[config.mk]
export PLATFORM = sky130hd
export DESIGN_NAME = depth_first_search_order_unit
export DESIGN_NICKNAME = d
export VERILOG_FILES = /design/src/design/dfs_pkg.sv /design/src/design/dfs_ram.sv /design/src/design/depth_first_search_order_unit.sv
export SDC_FILE = /design/constraint.sdc
export NUM_CORES = 2
export LEC_CHECK = 0
export BUFFER_PORTS_ARGS = -buffer_cell sky130_fd_sc_hd__buf_4
export CORE_UTILIZATION = 55
export CTS_CLUSTER_SIZE = 8
export DETAILED_ROUTE_END_ITERATION = 8
export PLACE_DENSITY = 0.73
export SETUP_SLACK_MARGIN = 0.2
export SLEW_MARGIN = 20
export SYNTH_ARGS = -nofsm -noshare
export SYNTH_HDL_FRONTEND = slang
export SYNTH_SLANG_ARGS = --single-unit
export TNS_END_PERCENT = 100
[constraint.sdc]
create_clock -name clk -period 3.92 [get_ports clk]
set_clock_uncertainty 0.15 [all_clocks]
set_input_delay 0.588 -clock clk [delete_from_list [all_inputs] [get_ports clk]]
set_output_delay 0.588 -clock clk [all_outputs]
set_load 0.01 [all_outputs]
[src/design/dfs_pkg.sv]
package dfs_pkg;

    typedef logic [4:0]  vertex_t;
    typedef logic [31:0] row_t;
    typedef logic [5:0]  count_t;

    localparam logic CMD_LOAD   = 1'b0;
    localparam logic CMD_SEARCH = 1'b1;

    localparam int VERTEX_W = 5;
    localparam int ROW_W    = 32;

    typedef struct packed {
        logic    cmd;
        vertex_t row_index;
        row_t    row_bits;
        vertex_t start_vertex;
    } item_t;

    typedef struct packed {
        vertex_t visit_vertex;
        logic    bad_start;
        logic    last;
    } result_t;

    typedef enum logic [2:0] {
        S_IDLE = 3'b001,
        S_ROW  = 3'b010,
        S_POP  = 3'b100
    } state_t;

    // Encode a one-hot row word into its bit position; each output bit is an
    // independent OR over the positions that have that bit set.
    function automatic vertex_t onehot_index(input row_t onehot);
        vertex_t idx;
        idx = '0;
        for (int b = 0; b < VERTEX_W; b++)
        begin
            for (int i = 0; i < ROW_W; i++)
            begin
                if (((i >> b) & 1) == 1)
                begin
                    idx[b] = idx[b] | onehot[i];
                end
            end
        end
        return idx;
    endfunction

endpackage

[src/design/dfs_ram.sv]
module dfs_ram #(
    parameter int WIDTH = 32,
    parameter int DEPTH = 32
) (
    input  logic                     clk,
    input  logic                     we,
    input  logic [$clog2(DEPTH)-1:0] waddr,
    input  logic [WIDTH-1:0]         wdata,
    input  logic [$clog2(DEPTH)-1:0] raddr,
    output logic [WIDTH-1:0]         rdata
);

    logic [WIDTH-1:0] mem [DEPTH];

    always_ff @(posedge clk)
    begin
        if (we)
        begin
            mem[waddr] <= wdata;
        end
        rdata <= mem[raddr];
    end

endmodule

[src/design/depth_first_search_order_unit.sv]
// Channel    Direction  Handshake                   Payload
// command    in         start / busy                item   (dfs_pkg::item_t)
// config     in         cfg_valid / cfg_ready       cfg_data (vertex count)
// result     out        strobe, one cycle, no stall result (dfs_pkg::result_t)
//
// A row load writes one adjacency memory row. A search reads the adjacency
// memory for each push (the row of the new top) and, for each pop, reads the
// stack memory, then the adjacency memory (the row of the vertex below).
// Each result leaves one push later than its discovery, so that the final
// one can carry last. Reset clears control state and the visited marks;
// the memories need no clearing. The receiver cannot stall results.
module depth_first_search_order_unit #(
    parameter int MAX_VERTICES = 32
) (
    input  logic              clk,
    input  logic              rst_n,
    input  logic              start,
    output logic              busy,
    input  dfs_pkg::item_t    item,
    input  logic              cfg_valid,
    output logic              cfg_ready,
    input  dfs_pkg::count_t   cfg_data,
    output logic              strobe,
    output dfs_pkg::result_t  result
);

    localparam int LIMIT = (MAX_VERTICES < 32) ? MAX_VERTICES : 32;
    localparam int AW    = $clog2(MAX_VERTICES);
    localparam int DW    = $clog2(MAX_VERTICES + 1);

    dfs_pkg::state_t   state_reg, state_next;
    dfs_pkg::count_t   vertex_count_reg;
    dfs_pkg::row_t     visited_reg, visited_next;
    dfs_pkg::row_t     range_mask_reg, range_mask_next;
    logic [DW-1:0]     depth_reg, depth_next;
    dfs_pkg::vertex_t  pend_reg, pend_next;
    logic              strobe_reg, strobe_next;
    dfs_pkg::result_t  result_reg, result_next;

    logic              accept;
    dfs_pkg::count_t   count;
    dfs_pkg::row_t     range_mask;
    logic              start_bad;
    logic              load_ok;

    logic              adj_we;
    logic [AW-1:0]     adj_waddr;
    logic [AW-1:0]     adj_raddr;
    dfs_pkg::row_t     adj_rdata;

    logic              stk_we;
    logic [AW-1:0]     stk_waddr;
    dfs_pkg::vertex_t  stk_wdata;
    logic [AW-1:0]     stk_raddr;
    dfs_pkg::vertex_t  stk_rdata;

    dfs_pkg::row_t     cand;
    dfs_pkg::row_t     lowest;
    logic              found;
    dfs_pkg::vertex_t  next_vertex;
    logic              can_push;

    assign busy      = (state_reg != dfs_pkg::S_IDLE);
    // Hold off a count write while busy or while a command transaction is offered.
    assign cfg_ready = (state_reg == dfs_pkg::S_IDLE) && !start;
    assign accept    = start && !busy;
    assign strobe    = strobe_reg;
    assign result    = result_reg;

    // Active vertex count saturates at the smaller of 32 and the stack depth.
    assign count = (vertex_count_reg > 6'(LIMIT)) ? 6'(LIMIT) : vertex_count_reg;

    always_comb
    begin
        for (int i = 0; i < dfs_pkg::ROW_W; i++)
        begin
            range_mask[i] = (6'(i) < count);
        end
    end

    assign start_bad = ({1'b0, item.start_vertex} >= count);
    assign load_ok   = ({27'd0, item.row_index} < 32'(MAX_VERTICES));

    // Lowest unvisited neighbor of the current top: isolate the lowest set bit.
    assign cand        = adj_rdata & range_mask_reg & ~visited_reg;
    assign lowest      = cand & (~cand + 32'd1);
    assign found       = |cand;
    assign next_vertex = dfs_pkg::onehot_index(lowest);
    assign can_push    = found && (depth_reg < DW'(MAX_VERTICES));

    assign adj_we    = accept && (item.cmd == dfs_pkg::CMD_LOAD) && load_ok;
    assign adj_waddr = AW'(item.row_index);

    always_comb
    begin
        state_next      = state_reg;
        visited_next    = visited_reg;
        range_mask_next = range_mask_reg;
        depth_next      = depth_reg;
        pend_next       = pend_reg;
        strobe_next     = 1'b0;
        result_next     = result_reg;
        adj_raddr       = '0;
        stk_we          = 1'b0;
        stk_waddr       = depth_reg[AW-1:0];
        stk_wdata       = next_vertex;
        stk_raddr       = '0;

        case (state_reg)
            dfs_pkg::S_IDLE:
            begin
                if (accept && (item.cmd == dfs_pkg::CMD_SEARCH))
                begin
                    depth_next = '0;
                    if (start_bad)
                    begin
                        visited_next = '0;
                        strobe_next  = 1'b1;
                        result_next  = '{visit_vertex: '0, bad_start: 1'b1, last: 1'b1};
                    end
                    else
                    begin
                        visited_next    = 32'd1 << item.start_vertex;
                        range_mask_next = range_mask;
                        depth_next      = DW'(1);
                        pend_next       = item.start_vertex;
                        stk_we          = 1'b1;
                        stk_waddr       = '0;
                        stk_wdata       = item.start_vertex;
                        adj_raddr       = AW'(item.start_vertex);
                        state_next      = dfs_pkg::S_ROW;
                    end
                end
            end
            dfs_pkg::S_ROW:
            begin
                if (can_push)
                begin
                    // Release the held result; the new vertex becomes the held one.
                    strobe_next  = 1'b1;
                    result_next  = '{visit_vertex: pend_reg, bad_start: 1'b0, last: 1'b0};
                    pend_next    = next_vertex;
                    visited_next = visited_reg | lowest;
                    stk_we       = 1'b1;
                    depth_next   = depth_reg + DW'(1);
                    adj_raddr    = AW'(next_vertex);
                end
                else
                begin
                    depth_next = depth_reg - DW'(1);
                    if (depth_reg == DW'(1))
                    begin
                        strobe_next = 1'b1;
                        result_next = '{visit_vertex: pend_reg, bad_start: 1'b0, last: 1'b1};
                        state_next  = dfs_pkg::S_IDLE;
                    end
                    else
                    begin
                        // Fetch the vertex below the popped top.
                        stk_raddr  = AW'(depth_reg - DW'(2));
                        state_next = dfs_pkg::S_POP;
                    end
                end
            end
            dfs_pkg::S_POP:
            begin
                adj_raddr  = AW'(stk_rdata);
                state_next = dfs_pkg::S_ROW;
            end
            default:
            begin
                state_next = dfs_pkg::S_IDLE;
            end
        endcase
    end

    always_ff @(posedge clk or negedge rst_n)
    begin
        if (!rst_n)
        begin
            state_reg        <= dfs_pkg::S_IDLE;
            vertex_count_reg <= 6'd32;
            visited_reg      <= '0;
            depth_reg        <= '0;
            strobe_reg       <= 1'b0;
        end
        else
        begin
            state_reg   <= state_next;
            visited_reg <= visited_next;
            depth_reg   <= depth_next;
            strobe_reg  <= strobe_next;
            if (cfg_valid && cfg_ready)
            begin
                vertex_count_reg <= cfg_data;
            end
        end
    end

    always_ff @(posedge clk)
    begin
        range_mask_reg <= range_mask_next;
        pend_reg       <= pend_next;
        result_reg     <= result_next;
    end

    dfs_ram #(
        .WIDTH (dfs_pkg::ROW_W),
        .DEPTH (MAX_VERTICES)
    ) u_adj_ram (
        .clk   (clk),
        .we    (adj_we),
        .waddr (adj_waddr),
        .wdata (item.row_bits),
        .raddr (adj_raddr),
        .rdata (adj_rdata)
    );

    dfs_ram #(
        .WIDTH (dfs_pkg::VERTEX_W),
        .DEPTH (MAX_VERTICES)
    ) u_stack_ram (
        .clk   (clk),
        .we    (stk_we),
        .waddr (stk_waddr),
        .wdata (stk_wdata),
        .raddr (stk_raddr),
        .rdata (stk_rdata)
    );

    a_bad_is_last: assert property (@(posedge clk) disable iff (!rst_n)
        strobe_reg && result_reg.bad_start |-> result_reg.last)
        else $error("bad start result without last");

    a_last_ends_search: assert property (@(posedge clk) disable iff (!rst_n)
        strobe_reg && result_reg.last |-> state_reg == dfs_pkg::S_IDLE)
        else $error("last result while search still running");

    a_row_has_top: assert property (@(posedge clk) disable iff (!rst_n)
        state_reg == dfs_pkg::S_ROW |-> depth_reg != '0)
        else $error("row step with empty stack");

    a_visited_in_range: assert property (@(posedge clk) disable iff (!rst_n)
        busy |-> (visited_reg & ~range_mask_reg) == '0)
        else $error("visited mark outside active vertex range");

    a_push_in_bounds: assert property (@(posedge clk) disable iff (!rst_n)
        state_reg == dfs_pkg::S_ROW && stk_we |-> depth_reg < DW'(MAX_VERTICES))
        else $error("stack push beyond depth");

endmodule

=== Yosys cells after proc, flatten, opt, wreduce, memory -nomap -nowiden ===
Memory sizes are Yosys's and may differ from the RTL's. A register that Yosys moved wholly into a read port is not among the register bits.
Index checks and enable logic that the tools add are counted.

* Register bits after elaboration: 92
* RAM bits: 1,184
* Output and inout bits: 10
* Word-level logic and storage cells: 211
* Memories kept: 2

* $add $sub $neg: 4
* Magnitude comparators: 35
* Equality and inequality tests: 11
* Shift-type cells: 1
* Mux-type cells: 49
* Bitwise operators: 83
* Reductions and logical operators: 16

{| class="wikitable"
|+ Memories
! memory !! words !! width !! read ports !! clocked after Yosys merged registers in !! write ports !! line !! text
|-
| u_adj_ram.mem || 32 || 32 || 1 || 1 || 1 || dfs_ram.sv:13 || <nowiki>logic [WIDTH-1:0] mem [DEPTH];</nowiki>
|-
| u_stack_ram.mem || 32 || 5 || 1 || 1 || 1 || dfs_ram.sv:13 ||
|}

{| class="wikitable"
|+ Operators by type and width
! operator !! count
|-
| 32-bit AND || 3
|-
| 5-bit by 6-bit < comparator with 1-bit output, first input constant || 16
|-
| 32-bit 2-to-1 mux || 3
|-
| 5-bit 2-to-1 mux || 15
|-
| 1-bit bitwise OR || 75
|-
| 32-bit inverter || 2
|-
| 32-bit one-hot mux with 2 select lines || 1
|-
| 4-bit by 6-bit < comparator with 1-bit output, first input constant || 8
|-
| 32-bit by 1-bit adder with 32-bit output, second input constant || 1
|-
| 32-bit bitwise OR || 1
|-
| 32-bit OR reduction || 1
|-
| 1-bit by 5-bit left shift with 32-bit output, first input constant || 1
|-
| 7-bit 2-to-1 mux || 4
|-
| 3-bit by 6-bit < comparator with 1-bit output, first input constant || 4
|-
| 6-bit 2-to-1 mux || 3
|-
| 5-bit one-hot mux with 3 select lines || 1
|-
| 7-bit one-hot mux with 2 select lines || 1
|-
| 1-bit by 6-bit < comparator with 1-bit output, first input constant || 2
|-
| 2-bit by 6-bit < comparator with 1-bit output, first input constant || 2
|-
| 1-bit 2-to-1 mux || 12
|-
| 3-bit 2-to-1 mux || 4
|-
| 6-bit one-hot mux with 2 select lines || 1
|-
| 5-bit one-hot mux with 2 select lines || 1
|-
| 3-bit one-hot mux with 3 select lines || 1
|-
| other kinds (22) || 36
|}

=== Logic depth before layout (Yosys ltp) ===
* Depth after elaboration: 23
* Gate-level depth with buffers: 20
* Depth with buffers taken out: 14

=== Modules after synthesis ===
Synthesis repeated with hierarchy kept, for this count alone.

* Cells, all modules: 3,137
* Area total of the unflattened synthesis: 52,410.3 um2

{| class="wikitable"
|+ Modules (own cells, without submodules)
! module !! times used !! cells an instance !! area each (um2)
|-
| dfs_ram (u_adj_ram) || 1 || 2,260 || 40,487.6
|-
| dfs_ram (u_stack_ram) || 1 || 277 || 6,344.8
|-
| depth_first_search_order_unit || 1 || 600 || 5,577.8
|}

=== Worst setup path before layout ===
No wires, ideal clock.

* Path type: register -> register
* Start: register vertex_count_reg[5]
* End: memory u_stack_ram.mem[10][0] (netlist name), enable pin
* Setup time: 352 ps
* Data arrival time: 3,628 ps
* Required time: 3,418 ps
* Setup slack: -210 ps
* Cell stages (with the launch flop): 13
* Cell sequence: dfstp_2 > clkbuf_1 > nor2b_1 > ha_1 > nand2b_1 > a211oi_1 > o31ai_1 > nand2b_1 > nand2_1 > inv_1 > clkbuf_1 > buf_1 > nor4_1

* Cells in the longest elaborated chain, start to end: 8
* Elaborated cells between the ends (all ways): 11
* Classes of those cells: 2 x order compare; 9 x mux

{| class="wikitable"
|+ Ends and longest elaborated chain
! item !! line !! text
|-
| start, declared || depth_first_search_order_unit.sv:32 || <nowiki>dfs_pkg::count_t vertex_count_reg;</nowiki>
|-
| start signal, assigned || depth_first_search_order_unit.sv:195 || <nowiki>vertex_count_reg <= cfg_data;</nowiki>
|-
| 6-bit > comparator || depth_first_search_order_unit.sv:71 || <nowiki>assign count = (vertex_count_reg > 6'(LIMIT)) ? 6'(LIMIT) : vertex_count_reg;</nowiki>
|-
| 6-bit 2-to-1 mux (*) || depth_first_search_order_unit.sv:71 ||
|-
| 5-bit by 6-bit >= comparator with 1-bit output (*) || depth_first_search_order_unit.sv:81 || <nowiki>assign start_bad = ({1'b0, item.start_vertex} >= count);</nowiki>
|-
| 1-bit 2-to-1 mux || depth_first_search_order_unit.sv:115 || <nowiki>if (start_bad)</nowiki>
|-
| 1-bit 2-to-1 mux || depth_first_search_order_unit.sv:112 || <nowiki>if (accept && (item.cmd == dfs_pkg::CMD_SEARCH))</nowiki>
|-
| 1-bit one-hot mux with 2 select lines || depth_first_search_order_unit.sv:109 || <nowiki>case (state_reg)</nowiki>
|-
| 1-bit 2-to-1 mux || dfs_ram.sv:17 || <nowiki>if (we)</nowiki>
|-
| 1-bit 2-to-1 mux (implied by the code) || dfs_ram.sv:19 || <nowiki>mem[waddr] <= wdata;</nowiki>
|-
| end, declared || dfs_ram.sv:13 ||
|}

Mark *: on every way between the ends. The rest lies on a longest branch, timed or not.

=== Final worst setup path ===
* Start: register vertex_count_reg[5]
* End: register u_adj_ram.rdata[8] (read register of u_adj_ram.mem)

* Cells in the longest elaborated chain, start to end: 6

{| class="wikitable"
|+ Ends and longest elaborated chain
! item !! line !! text
|-
| 6-bit > comparator || depth_first_search_order_unit.sv:71 ||
|-
| 6-bit 2-to-1 mux (*) || depth_first_search_order_unit.sv:71 ||
|-
| 5-bit by 6-bit >= comparator with 1-bit output (*) || depth_first_search_order_unit.sv:81 ||
|-
| 5-bit 2-to-1 mux (*) || depth_first_search_order_unit.sv:115 ||
|-
| 5-bit 2-to-1 mux (*) || depth_first_search_order_unit.sv:112 ||
|-
| 5-bit one-hot mux with 3 select lines (*) || depth_first_search_order_unit.sv:109 ||
|-
| end, declared || dfs_ram.sv:10 || <nowiki>output logic [WIDTH-1:0] rdata</nowiki>
|}

Marks and branches as above.
A chain may end at the register's enable or synchronous reset.

==> reports/metrics.cfg <==
[detailed_routing]
drc = 2
first_pass_iters = 8
vias_per_cell = 6.45
ant_nets = 0
route.vias.total = 36400
avgRoutedWirePerCell_um = 28.1
wl_um = 159000
drt_iter0_markers = 5234

[sta]
setup-tns-final_ns = -2.03
fin_crit_ns = 4.17
maxSlewHeadroom = 0.256
rsz0062_at_grt = true
max_clock_freq_mhz = 240
post-route-worst-setup-slack_ns = -0.251
finalSetupViolCount = 22
hold_viol = 0
fin_crit_sh = 1.06
slew_viol_final = 0
worst_pin_slew_ns = 1.11

[placed_design]
dp_cells = 5208
hpwl_um = 87200
port_buffers = 62
routabilityCongestion = 0.952

[cts]
cts_sinks = 1313
cts_root_buf = clkbuf_16
htreeDepth = 4
cts_tree = built
clock_latency_ns = 0.80
clock_path_buffers = 3
numCtsBuffers = 182
clkTransAtPathRegs_ns = 0.05

[floorplan]
die_h_um = 311
die_w_um = 311
rows = 113
core_um2 = 94900
initial_core_util = 0.555
num_io_pins = 63
die_area_um2 = 96900

[flow_run]
max-cap-violations = 0

[global_routing]
antenna_found_initial = 7
grt_pass1_wl_um = 226000
grt-ovfl-total = 0
grt_max_degree = 49
grt_pass1_vias = 35200
gr-usage-all-layers = 0.317

[outcome]
status = complete, but fails checks
violations = design-rule violations, negative setup slack

[cells_and_area]
largest_reg_flops = 1024
nets = 4316
final_core_util = 0.693
fin_cells = 5643
multiInputGateArea_um2 = 13800
regMostFlops = u_adj_ram.mem
fillers = 5832
drive_gt1_frac = 0.220
reg_top3 = u_adj_ram.mem (1024), u_stack_ram.mem (160)
area_growth_pct = 24.9
register_area_um2 = 38800

[synthesis]
syn_area_um2 = 52600
synth_cell_type_count = 80
synth_common_cells = edfxtp_1 (1228), nand2_1 (794), nand3_1 (344)
synth.most_common_cell = edfxtp_1
synth_cells = 3761
synth.top_cell.area_share = 0.701
yosysSeqAreaShare = 0.737
synth_top_cell_by_area = edfxtp_1
avgSynthCellArea_um2 = 14.0
ys_warn_count = 0
ys.flop_type = edfxtp_1
synth_area_leaders = edfxtp_1 (70%), nand2_1 (5.7%), mux2i_1 (4.2%)
synth_nets = 3825
ys_seq_elements = 1313
synth_edf_count = 1228
synth-async-reset-ratio = 0.0366

[power_and_ir_drop]
ir_drop_mv = 0.461
power_density_nw_per_um2 = 580
p_leak_uw = 0.0230

[critical_path]
critPathRequiredTime_ns = 4.37
endpoint_kind = flop
start_kind = flop
cp.arrival_ns = 4.62
cp_max_fo = 7
crit_type = flop to flop

[min_path]
hp-class = input port to flop

## repair_timing
| action | in CTS | in global routing |
|---|---|---|
| resized for setup | 95 | 167 |
| cloned | 16 | 11 |
| hold buffers | 7 | 0 |
| setup endpoints to repair | 63 | 52 |
| pin swaps | 60 | 61 |
| hold endpoints to repair | 52 | 0 |
| buffers inserted | 66 | 25 |
## cell usage in the layout, fill, tap and decap left out, types with 9 or more instances in the layout
cell type  count
a21oi_1       80
a21oi_2       11
a31oi_1       76
a31oi_2       11
a32oi_1       48
and3b_1       18
buf_12        94
buf_16        20
buf_4        349
buf_6         38
buf_8         15
clkbuf_1     108
clkbuf_16    193
dfrtp_1       46
dfxtp_1       30
edfxtp_1    1228
ha_1          10
inv_1         13
mux2_2        19
mux2i_1      198
mux2i_2       16
nand2_1      778
nand2_2       15
nand2b_1      16
nand3_1      334
nand3_2       10
nand3b_1      28
nand4_1       37
nor2_1        87
nor2_4        36
nor3_1        19
nor4_1        10
o211ai_1      57
o21ai_0       54
o221ai_1      29
o31ai_1        9
## cells by family (layout without fill, tap and decap cells)
family,Yosys count,count (layout),synth area share
adders and majority gates,11,11,0.00261
xor gates and xnor gates,3,3,0.000499
AOI/OAI and AO/OA,487,487,0.0645
and+or+nand+nor,1454,1454,0.124
muxes,246,246,0.0485
other,0,4,0
DFF,1313,1313,0.737
buffers and inverters,247,860,0.0226
## cell type report
| type | instances | area share |
|---|---|---|
| Clock buffer | 292 | 0.0762 |
| Sequential cell | 1313 | 0.591 |
| Tap cell | 1265 | 0.0241 |
| Clock inverter | 14 | 0.00464 |
| Antenna cell | 4 | 0.000152 |
| Multi-Input combinational cell | 2201 | 0.209 |
| Inverter | 16 | 0.000914 |
| Timing Repair Buffer | 538 | 0.0938 |
## per-layer routing
layer	wire length (um)	global-route usage	part of all wire	up-vias
met5	32	0	0.00020	-
met2	73800	0.493	0.46	2658
met1	57500	0.425	0.36	18000
met4	7750	0.152	0.049	4
met3	19700	0.0746	0.12	485
li1	-	-	-	15300
## where the power goes
part / internal [uW] / switching [uW]
Clock: 8700 / 5880
Combinational: 2780 / 4150
Sequential: 16200 / 434
## metrics by stage
| step | instance area [um^2] | worst slack [ns] | hold WS (ns) | total power (uW) |
|---|---|---|---|---|
| 2_1_floorplan | 52700 | 0.209 | 0.142 | 19800 |
| 3_3_place_gp | 57700 | -0.565 | 0.333 | 22600 |
| 3_5_place_dp | 57700 | -0.568 | 0.342 | 22700 |
| 4_1_cts | 64500 | -0.0496 | 0.0150 | 37700 |
| 5_1_grt | 65700 | -0.393 | 0.0349 | 39100 |
| 6_report | 65700 | -0.251 | 0.0479 | 38100 |
## worst max-delay path: stages (launching register included)
cell and delay, ns:
dfstp_2 0.58, nor2b_2 0.06, ha_1 0.29, nand2b_4 0.15, a211oi_4 0.23, o31ai_2 0.09, nand2b_1 0.12, nand2_2 0.08
inv_2 0.09, a222oi_1 0.10, buf_4 0.18, a31oi_4 0.21, buf_12 0.20, buf_12 0.12, buf_16 0.12, buf_8 0.12
nand2_2 0.05, a31oi_1 0.21, nand4_1 0.18, o211ai_1 0.65
## path summary, 6_finish.rpt
path | from | to | slack, ns | cells past startpoint
hold / removal | item[10] | u_adj_ram.mem[29][5] | 0.05 | 1
max in group asynchronous | rst_n | visited_reg[29] | 2.89 | 2
setup / recovery | vertex_count_reg[5] | u_adj_ram.rdata[8] | -0.25 | 19
min in group asynchronous | rst_n | visited_reg[15] | 0.27 | 2
setup reg to reg | vertex_count_reg[5] | u_adj_ram.rdata[8] | -0.25 | 19
hold reg to reg | visited_reg[27] | visited_reg[27] | 0.36 | 2
(Power assumes the default switching activity.)
